[src/bdeg_pkg.sv]
`timescale 1ns / 1ps
package bdeg_pkg;
	localparam int NBTN = 5;
	localparam int MAXRES = 6;
	localparam int TIME_BITS_DEF = 32;
	localparam int HISTORY_BITS_DEF = 8;
	localparam int NCFG = 7;
	localparam int CFG_W = 16;
	localparam int CFG_IDX_W = 3;

	typedef enum logic [2:0] {
		CFG_POLL = 3'd0,
		CFG_DEBOUNCE = 3'd1,
		CFG_LONG = 3'd2,
		CFG_RDELAY = 3'd3,
		CFG_RPERIOD = 3'd4,
		CFG_FAST_AFTER = 3'd5,
		CFG_FAST_PERIOD = 3'd6
	} cfg_idx_t;

	typedef enum logic [3:0] {
		EV_VDN = 4'd0,
		EV_PREV = 4'd1,
		EV_PREV_HOLD = 4'd2,
		EV_NEXT = 4'd3,
		EV_NEXT_HOLD = 4'd4,
		EV_VUP = 4'd5,
		EV_PLAY = 4'd6,
		EV_MENU = 4'd7,
		EV_MODE = 4'd8,
		EV_NONE = 4'd15
	} ev_t;

	localparam int IDX_VDN = 0;
	localparam int IDX_PLAY = 2;
	localparam int IDX_VUP = 4;

	typedef struct packed {
		logic [7:0]  poll_interval_ms;
		logic [3:0]  debounce_samples;
		logic [15:0] long_press_ms;
		logic [15:0] first_rpt_ms;
		logic [15:0] repeat_period_ms;
		logic [15:0] fast_after_ms;
		logic [15:0] fast_period_ms;
	} cfg_t;

	// Events one lane found in one tick, in emission order.
	typedef struct packed {
		ev_t first;
		ev_t second;
		ev_t third;
	} lane_ev_t;

	function automatic ev_t press_code(input int i);
		case (i)
			0: return EV_VDN;
			1: return EV_PREV;
			3: return EV_NEXT;
			4: return EV_VUP;
			default: return EV_NONE;
		endcase
	endfunction

	function automatic ev_t repeat_code(input int i);
		case (i)
			0: return EV_VDN;
			1: return EV_PREV_HOLD;
			3: return EV_NEXT_HOLD;
			4: return EV_VUP;
			default: return EV_NONE;
		endcase
	endfunction
endpackage

[src/bdeg_if.sv]
`timescale 1ns / 1ps
interface bdeg_in_if;
	logic        valid;
	logic        ready;
	logic [31:0] now_ms;
	logic [4:0]  raw_levels;
	modport source(output valid, now_ms, raw_levels, input ready);
	modport sink(input valid, now_ms, raw_levels, output ready);
endinterface

interface bdeg_out_if;
	logic       valid;
	logic       ready;
	logic [3:0] event_code;
	logic       last_event;
	modport source(output valid, event_code, last_event, input ready);
	modport sink(input valid, event_code, last_event, output ready);
endinterface

[src/button_debounce_event_generator_top.sv]
`timescale 1ns / 1ps
// Channel  | Dir | Payload                        | Handshake
// poll     | in  | now_ms[31:0], raw_levels[4:0]  | valid/ready
// evt      | out | event_code[3:0], last_event    | valid/ready
// cfg      | in  | cfg_we, cfg_idx[2:0], cfg_data | write strobe
// Five lanes evaluate each taken tick in parallel, and the
// merge stage registers up to six events, then shows one per cycle while the
// receiver is ready; the next tick is taken in the cycle its predecessor's last
// event leaves. Reset clears all state but the event list to zero and loads
// register defaults. An output stall holds the current event.
module button_debounce_event_generator_top #(
	parameter int TIME_BITS = bdeg_pkg::TIME_BITS_DEF,
	parameter int HISTORY_BITS = bdeg_pkg::HISTORY_BITS_DEF
) (
	input  logic                             clk,
	input  logic                             arst_n,
	input  logic                             cfg_we,
	input  logic [bdeg_pkg::CFG_IDX_W-1:0]   cfg_idx,
	input  logic [bdeg_pkg::CFG_W-1:0]       cfg_data,
	bdeg_in_if.sink                          poll,
	bdeg_out_if.source                       evt
);
	bdeg_pkg::cfg_t cfg_q;
	logic [TIME_BITS-1:0] last_q, now;
	logic chord_q, take, step, free;
	logic [bdeg_pkg::NBTN-1:0] down;
	bdeg_pkg::lane_ev_t evs [bdeg_pkg::NBTN];
	bdeg_pkg::ev_t mode_ev;

	// Hold configuration; the host must write it only while no tick is in flight; the block does not enforce this.
	always_ff @(posedge clk or negedge arst_n) begin
		if (!arst_n) begin
			cfg_q <= '{8'd5, 4'd4, 16'd600, 16'd400, 16'd100, 16'd1200, 16'd50};
		end else if (cfg_we) begin
			unique case (cfg_idx)
				bdeg_pkg::CFG_POLL: cfg_q.poll_interval_ms <= cfg_data[7:0];
				bdeg_pkg::CFG_DEBOUNCE: cfg_q.debounce_samples <= cfg_data[3:0];
				bdeg_pkg::CFG_LONG: cfg_q.long_press_ms <= cfg_data;
				bdeg_pkg::CFG_RDELAY: cfg_q.first_rpt_ms <= cfg_data;
				bdeg_pkg::CFG_RPERIOD: cfg_q.repeat_period_ms <= cfg_data;
				bdeg_pkg::CFG_FAST_AFTER: cfg_q.fast_after_ms <= cfg_data;
				bdeg_pkg::CFG_FAST_PERIOD: cfg_q.fast_period_ms <= cfg_data;
				default: ;
			endcase
		end
	end

	assign now = poll.now_ms[TIME_BITS-1:0];
	assign poll.ready = free;
	assign take = poll.valid && free;
	// Drop the tick when the poll interval has not yet passed.
	assign step = take && ((now - last_q) >= TIME_BITS'(cfg_q.poll_interval_ms));

	for (genvar i = 0; i < bdeg_pkg::NBTN; i++) begin : g_lane
		bdeg_lane #(.IDX(i), .TIME_BITS(TIME_BITS), .HISTORY_BITS(HISTORY_BITS)) u_lane (
			.clk, .arst_n, .step, .now,
			.pressed(!poll.raw_levels[i]),
			.muted(chord_q && (i == bdeg_pkg::IDX_VDN || i == bdeg_pkg::IDX_VUP)),
			.cfg(cfg_q), .down(down[i]), .evs(evs[i])
		);
	end

	assign mode_ev = (down[bdeg_pkg::IDX_VDN] && down[bdeg_pkg::IDX_VUP] && !chord_q)
		? bdeg_pkg::EV_MODE : bdeg_pkg::EV_NONE;

	always_ff @(posedge clk or negedge arst_n) begin
		if (!arst_n) begin
			last_q <= '0;
			chord_q <= 1'b0;
		end else if (step) begin
			last_q <= now;
			if (down[bdeg_pkg::IDX_VDN] && down[bdeg_pkg::IDX_VUP]) chord_q <= 1'b1;
			else if (!down[bdeg_pkg::IDX_VDN] && !down[bdeg_pkg::IDX_VUP]) chord_q <= 1'b0;
		end
	end

	bdeg_merge u_merge (
		.clk, .arst_n, .load(step), .evs, .mode_ev,
		.nxt_free(free), .res(evt)
	);
endmodule

[src/bdeg_lane.sv]
`timescale 1ns / 1ps
// One button: debounce history, press bookkeeping and per-tick events.
module bdeg_lane #(
	parameter int IDX = 0,
	parameter int TIME_BITS = bdeg_pkg::TIME_BITS_DEF,
	parameter int HISTORY_BITS = bdeg_pkg::HISTORY_BITS_DEF
) (
	input  logic                 clk,
	input  logic                 arst_n,
	input  logic                 step,
	input  logic [TIME_BITS-1:0] now,
	input  logic                 pressed,
	input  logic                 muted,
	input  bdeg_pkg::cfg_t       cfg,
	output logic                 down,
	output bdeg_pkg::lane_ev_t   evs
);
	logic [HISTORY_BITS-1:0] hist_q, hist_d, dmask, h;
	logic                    down_q, long_q;
	logic [TIME_BITS-1:0]    ptime_q, due_q;
	logic                    down_d, long_d;
	logic [TIME_BITS-1:0]    ptime_d, due_d, held, diff, per;
	logic [3:0]              ns;
	bdeg_pkg::ev_t           e0, e1, e2;

	always_comb begin
		ns = cfg.debounce_samples;
		if (ns == 4'd0) ns = 4'd1;
		if (32'(ns) > HISTORY_BITS) ns = 4'(HISTORY_BITS);
		dmask = HISTORY_BITS'((9'd1 << ns) - 9'd1);
		hist_d = {hist_q[HISTORY_BITS-2:0], pressed};
		h = hist_d & dmask;
		down_d = down_q;
		long_d = long_q;
		ptime_d = ptime_q;
		due_d = due_q;
		e0 = bdeg_pkg::EV_NONE;
		e1 = bdeg_pkg::EV_NONE;
		e2 = bdeg_pkg::EV_NONE;
		if (!down_q && h == dmask) begin
			down_d = 1'b1;
			long_d = 1'b0;
			ptime_d = now;
			due_d = now + TIME_BITS'(cfg.first_rpt_ms);
			e0 = bdeg_pkg::press_code(IDX);
		end else if (down_q && h == '0) begin
			down_d = 1'b0;
			if (!long_q && IDX == bdeg_pkg::IDX_PLAY) e0 = bdeg_pkg::EV_PLAY;
		end
		held = now - ptime_d;
		diff = now - due_d;
		per = (held >= TIME_BITS'(cfg.fast_after_ms)) ? TIME_BITS'(cfg.fast_period_ms)
			: TIME_BITS'(cfg.repeat_period_ms);
		if (down_d) begin
			if (!long_d && IDX == bdeg_pkg::IDX_PLAY
				&& held >= TIME_BITS'(cfg.long_press_ms)) begin
				long_d = 1'b1;
				e1 = bdeg_pkg::EV_MENU;
			end
			if (!muted && bdeg_pkg::repeat_code(IDX) != bdeg_pkg::EV_NONE
				&& !diff[TIME_BITS-1]) begin
				e2 = bdeg_pkg::repeat_code(IDX);
				due_d = now + per;
			end
		end
	end

	always_ff @(posedge clk or negedge arst_n) begin
		if (!arst_n) begin
			hist_q <= '0;
			down_q <= 1'b0;
			long_q <= 1'b0;
			ptime_q <= '0;
			due_q <= '0;
		end else if (step) begin
			hist_q <= hist_d;
			down_q <= down_d;
			long_q <= long_d;
			ptime_q <= ptime_d;
			due_q <= due_d;
		end
	end

	assign down = down_d;
	assign evs = '{first: e0, second: e1, third: e2};
endmodule

[src/bdeg_merge.sv]
`timescale 1ns / 1ps
// Pack lane events in button order, then the mode event, into a six-slot list, then drain it.
module bdeg_merge (
	input  logic                 clk,
	input  logic                 arst_n,
	input  logic                 load,
	input  bdeg_pkg::lane_ev_t   evs [bdeg_pkg::NBTN],
	input  bdeg_pkg::ev_t        mode_ev,
	output logic                 nxt_free,
	bdeg_out_if.source           res
);
	localparam int NS = bdeg_pkg::NBTN * 3 + 1;
	bdeg_pkg::ev_t list_q [bdeg_pkg::MAXRES];
	bdeg_pkg::ev_t list_d [bdeg_pkg::MAXRES];
	logic [2:0] cnt_q, pos_q, cnt_d;
	logic busy;
	bdeg_pkg::ev_t flat [NS];

	always_comb begin
		for (int i = 0; i < bdeg_pkg::NBTN; i++) begin
			flat[i*3] = evs[i].first;
			flat[i*3+1] = evs[i].second;
			flat[i*3+2] = evs[i].third;
		end
		flat[NS-1] = mode_ev;
		for (int k = 0; k < bdeg_pkg::MAXRES; k++) list_d[k] = bdeg_pkg::EV_NONE;
		cnt_d = '0;
		for (int i = 0; i < NS; i++) begin
			if (flat[i] != bdeg_pkg::EV_NONE && cnt_d < 3'(bdeg_pkg::MAXRES)) begin
				list_d[cnt_d] = flat[i];
				cnt_d = cnt_d + 3'd1;
			end
		end
	end

	assign busy = cnt_q != '0;
	assign res.valid = busy;
	assign res.event_code = list_q[pos_q];
	assign res.last_event = (pos_q + 3'd1) == cnt_q;
	// Accept a new tick while idle or while the final event is being taken.
	assign nxt_free = !busy || (res.ready && res.last_event);

	always_ff @(posedge clk or negedge arst_n) begin
		if (!arst_n) begin
			cnt_q <= '0;
			pos_q <= '0;
		end else if (load) begin
			cnt_q <= cnt_d;
			pos_q <= '0;
		end else if (busy && res.ready) begin
			if (res.last_event) cnt_q <= '0;
			pos_q <= pos_q + 3'd1;
		end
	end

	always_ff @(posedge clk) begin
		if (load) list_q <= list_d;
	end
endmodule

[src/flat_wrapper.sv]
// flat-port wrapper written by rule: the top's interface ports become plain ports
module button_debounce_event_generator_top_flat 
#(
	parameter int TIME_BITS = bdeg_pkg::TIME_BITS_DEF,
	parameter int HISTORY_BITS = bdeg_pkg::HISTORY_BITS_DEF
)
  (clk, arst_n, cfg_we, cfg_idx, cfg_data, poll_valid, poll_now_ms, poll_raw_levels, poll_ready, evt_valid, evt_event_code, evt_last_event, evt_ready);
  bdeg_in_if poll_i ();
  bdeg_out_if evt_i ();
  input  logic clk;
  input  logic arst_n;
  input  logic cfg_we;
  input  logic [bdeg_pkg::CFG_IDX_W-1:0] cfg_idx;
  input  logic [bdeg_pkg::CFG_W-1:0] cfg_data;
  input wire logic [$bits(poll_i.valid)-1:0] poll_valid;
  input wire logic [$bits(poll_i.now_ms)-1:0] poll_now_ms;
  input wire logic [$bits(poll_i.raw_levels)-1:0] poll_raw_levels;
  output wire logic [$bits(poll_i.ready)-1:0] poll_ready;
  output wire logic [$bits(evt_i.valid)-1:0] evt_valid;
  output wire logic [$bits(evt_i.event_code)-1:0] evt_event_code;
  output wire logic [$bits(evt_i.last_event)-1:0] evt_last_event;
  input wire logic [$bits(evt_i.ready)-1:0] evt_ready;
  assign poll_i.valid = poll_valid;
  assign poll_i.now_ms = poll_now_ms;
  assign poll_i.raw_levels = poll_raw_levels;
  assign poll_ready = poll_i.ready;
  assign evt_valid = evt_i.valid;
  assign evt_event_code = evt_i.event_code;
  assign evt_last_event = evt_i.last_event;
  assign evt_i.ready = evt_ready;
  button_debounce_event_generator_top #(.TIME_BITS(TIME_BITS), .HISTORY_BITS(HISTORY_BITS)) u_core (.clk(clk), .arst_n(arst_n), .cfg_we(cfg_we), .cfg_idx(cfg_idx), .cfg_data(cfg_data), .poll(poll_i), .evt(evt_i));
endmodule
[config.mk]
export PLATFORM = sky130hd
export DESIGN_NAME = button_debounce_event_generator_top_flat
export DESIGN_NICKNAME = d
export VERILOG_FILES = /design/src/bdeg_pkg.sv /design/src/bdeg_if.sv /design/src/button_debounce_event_generator_top.sv /design/src/bdeg_lane.sv /design/src/bdeg_merge.sv /design/src/flat_wrapper.sv
export SDC_FILE = /design/constraint.sdc
export NUM_CORES = 2
export LEC_CHECK = 0
export BUFFER_PORTS_ARGS = -buffer_cell sky130_fd_sc_hd__buf_2
export CAP_MARGIN = 15
export CORE_MARGIN = 5
export CORE_UTILIZATION = 63
export DETAILED_ROUTE_END_ITERATION = 12
export PLACE_DENSITY = 0.89
export SETUP_SLACK_MARGIN = 0.15
export SKIP_LAST_GASP = 1
export SLEW_MARGIN = 20
export SYNTH_ARGS = -nofsm -noshare
export SYNTH_HDL_FRONTEND = slang
export SYNTH_SLANG_ARGS = --single-unit
[constraint.sdc]
create_clock -name clk -period 14.1 [get_ports clk]
set_clock_uncertainty 0.2 [all_clocks]
set_input_delay 2.82 -clock clk [delete_from_list [all_inputs] [get_ports clk]]
set_output_delay 2.82 -clock clk [all_outputs]
set_load 0.01 [all_outputs]
==> results.py <==
metrics = {
    "place": {
        "dpl_cell_area_sq_mm": 0.0450,
        "dp_slack_ns": -0.122,
        "place_congestion": 0.987,
        "port_buffers": 67,
        "hpwl_mm": 95.1,
    },
    "power": {
        "power_mw": 10.3,
        "peakVddDrop_mv": 0.148,
        "p_leak_nw": 20.5,
        "p_per_area_mw_per_mm2": 217,
    },
    "floorplan": {
        "core_area_sq_mm": 0.0685,
        "rows": 96,
        "pin_count": 68,
        "dieHeight_um": 272,
        "start_util_pct": 63.4,
        "dieWidth_um": 272,
        "dieArea_sq_mm": 0.0742,
    },
    "clock_tree": {
        "clockBufferDepth": 3,
        "cts_root_buf": "clkbuf_16",
        "clock_latency_ns": 0.66,
        "cts_tree": "done",
        "h-tree-depth": 2,
        "clock_sinks": 484,
        "path_clk_slew_ns": 0.06,
        "cts_buffers": 57,
    },
    "synth": {
        "yosysTopAreaCell": "dfrtp_1",
        "synth-compound-area-share_pct": 20.9,
        "syn_inst": 5003,
        "synth_area_leaders": "dfrtp_1 25%, ha_1 14%, a21oi_1 6.6%, mux2i_1 6.3%, mux2_2 6.1%",
        "yosys_register_bits": 484,
        "synth_xor_area_share_pct": 5.25,
        "netlist-cell-type-count": 114,
        "syn_area_per_cell_sq_um": 8.67,
        "yosys.area_share.simple_pct": 14.1,
        "yosysWarnings": 0,
        "synth_most_common_cell": "a21oi_1",
        "ys_async_sr_fraction_pct": 95.0,
        "synth_top_family_by_area": "compound AO/OA/AOI/OAI gates",
        "syn_nets": 5561,
        "synth_top_cell_area_share_pct": 25.4,
        "synthAdderAreaFrac_pct": 14.6,
        "muxShareOfSynthArea_pct": 12.8,
        "synth_ff_type": "dfrtp_1",
        "syn-cell-area_sq_mm": 0.0434,
        "synth_common_cells": "571 x a21oi_1, 530 x nor2_1, 484 x ha_1, 440 x dfrtp_1, 313 x nand2_1",
        "synth_seq_area_share_pct": 28.2,
        "synth_edf_count": 24,
    },
    "routing": {
        "wl_per_cell_um": 22.5,
        "postRouteAntennaNets": 0,
        "first_pass_iters": 8,
        "initialDrtViolationCount": 4325,
        "viasPerCell": 6.71,
        "drcViolationCount": 0,
        "num_vias": 40000,
        "drt-total-wl_mm": 134,
    },
    "critical_path": {
        "critPathCaptureType": "flop",
        "worstPathRequired_ns": 14.29,
        "slowest_delay_ns": 0.50,
        "worstPathMaxFanout": 12,
        "crit_slowest_cell": "or4_4",
        "critical_path_class": "in2reg",
        "arrival_ns": 13.65,
        "start_kind": "input port",
    },
    "worst_hold_path": {
        "hp-class": "reg2reg",
    },
    "global_route": {
        "grt_use_met3_pct": 6.84,
        "grt_overflow": 0,
        "grt_util_all_layers_pct": 34.9,
        "antenna_found_initial": 3,
        "grt_util_met2_pct": 55.5,
        "use_met1_pct": 44.1,
        "top_usage_layer": "met2",
        "first_global_vias": 39100,
        "grt_max_degree": 196,
        "grt_pass1_wl_mm": 210,
    },
    "cells_and_area": {
        "register_area_sq_mm": 0.0123,
        "n_fill_cell": 5031,
        "design_area_sq_mm": 0.0472,
        "multi_input_area_sq_mm": 0.0296,
        "drive_gt1_share_pct": 12.8,
        "finalNetCount": 5594,
        "syn_to_final_growth_pct": 8.82,
    },
    "timing": {
        "final.setup.worst_slack_ns": 0.638,
        "rsz0062_at_grt": "yes",
        "fin_setup_tns_ns": 0,
        "hold_violations": 0,
        "max_freq_mhz": 74.3,
        "holdWs_ns": 0.302,
        "setup_viol": 0,
        "period_minus_slack_ns": 13.46,
        "report.final.slew_viol_count": 0,
        "slew-limit-headroom_pct": 22.7,
        "finalCritPeriodShare_pct": 95.5,
        "tightest_slew_ns": 1.15,
    },
    "run": {
        "drv_cap": 0,
    },
    "outcome": {
        "outcome": "completed",
    },
}
layer usage:
metal | share of wire (%) | wire (um)
met1 | 39 | 51700
met4 | 7.1 | 9500
met3 | 9.8 | 13200
met2 | 45 | 59700
met5 | 0.0015 | 2
state kept, by name, indices dropped and copies added, names as in the netlist, 5 cells and up:
register	cells
u_core.cfg_q	92
u_core.last_q	32
u_core.u_merge.list_q	24
u_core.g_lane.u_lane.hist_q	35
u_core.g_lane.u_lane.due_q	128
u_core.g_lane.u_lane.down_q	5
u_core.g_lane.u_lane.ptime_q	160
cell families after synthesis:
logic type,Yosys count
fa+ha+maj,498
simple gates,1323
flops,484
buf+inv,455
other cells,1
xor+xnor,260
mux,519
compound gates,1463
final timing paths:
check                                                         startpoint                                         endpoint  slack (ns)  depth (start not counted)
max                                                       poll_now_ms[0]               u_core.u_merge.list_q[5]$_DFFE_PP_        0.64                         52
min                        u_core.g_lane[4].u_lane.due_q[19]$_DFFE_PN0P_    u_core.g_lane[4].u_lane.due_q[19]$_DFFE_PN0P_        0.30                          1
max reg2reg                                 u_core.cfg_q[83]$_DFFE_PN0P_    u_core.g_lane[1].u_lane.due_q[30]$_DFFE_PN0P_        1.14                         57
min reg2reg                u_core.g_lane[4].u_lane.due_q[19]$_DFFE_PN0P_    u_core.g_lane[4].u_lane.due_q[19]$_DFFE_PN0P_        0.30                          1
max in group asynchronous                                         arst_n     u_core.g_lane[4].u_lane.due_q[5]$_DFFE_PN0P_        9.58                          3
min in group asynchronous                                         arst_n  u_core.g_lane[0].u_lane.ptime_q[19]$_DFFE_PN0P_        2.01                          1
worst max-delay path: cells and delay by family:
kind                     cells  cell delay (ns)
adder cells (fa/ha/maj)      5             1.38
AND/OR/NAND/NOR             12             2.52
buffers and inverters        5             0.88
XOR/XNOR                     3             0.51
multiplexers                 4             1.12
AO/OA/AOI/OAI               23             4.41
through the flow:
step	cells	util, %
floorplan	5003	-
global placement	5851	65.7
detailed placement	5851	65.7
CTS	5957	68.7
global route	5966	69.0
finish	5966	69.0
placed cells by master, fill, tap and decap left out, types with 22 or more instances in the layout:
master | Yosys | layout
a211oi_1 | 32 | 32
o211ai_1 | 39 | 39
xnor2_1 | 198 | 198
a21oi_1 | 571 | 564
o21a_1 | 49 | 49
dfrtp_1 | 440 | 440
buf_2 | 7 | 66
mux2i_1 | 274 | 271
buf_4 | 1 | 108
and3_1 | 22 | 22
o21ai_0 | 299 | 293
mux2_2 | 234 | 234
inv_1 | 238 | 237
nor2_1 | 530 | 528
xor2_1 | 62 | 62
clkbuf_16 | 0 | 57
a31oi_1 | 34 | 34
nand2b_1 | 54 | 54
o31ai_1 | 24 | 23
edfxtp_1 | 24 | 24
o22ai_1 | 27 | 27
nand4_1 | 56 | 56
o21bai_1 | 65 | 65
ha_1 | 484 | 483
or3_1 | 27 | 25
nand2_1 | 313 | 312
nand3_1 | 56 | 55
nor3_1 | 103 | 100
nor2b_1 | 41 | 41
a21o_1 | 124 | 124
power breakdown:
| group | switching [mW] | internal [mW] | leakage [nW] | total, mW |
|---|---|---|---|---|
| logic | 3.81 | 2.56 | 14.2 | 6.37 |
| clock network | 0.665 | 0.944 | 0.994 | 1.61 |
| registers | 0.336 | 1.95 | 5.26 | 2.29 |
layout make-up:
type	count	area share [%]
Timing Repair Buffer	188	2.81
Tap cell	882	2.34
Sequential cell	484	26.0
Clock inverter	32	0.885
Antenna cell	1	0.00530
Clock buffer	74	3.37
Multi-Input combinational cell	4064	62.7
Inverter	241	1.92
timing repair:
action | in CTS | in global routing
setup buffers | 0 | 8
endpoints found under the setup margin | 0 | 77
gates resized for setup | 0 | 41
hold buffers | 0 | 0
Power figures use the tool's default switching activity.
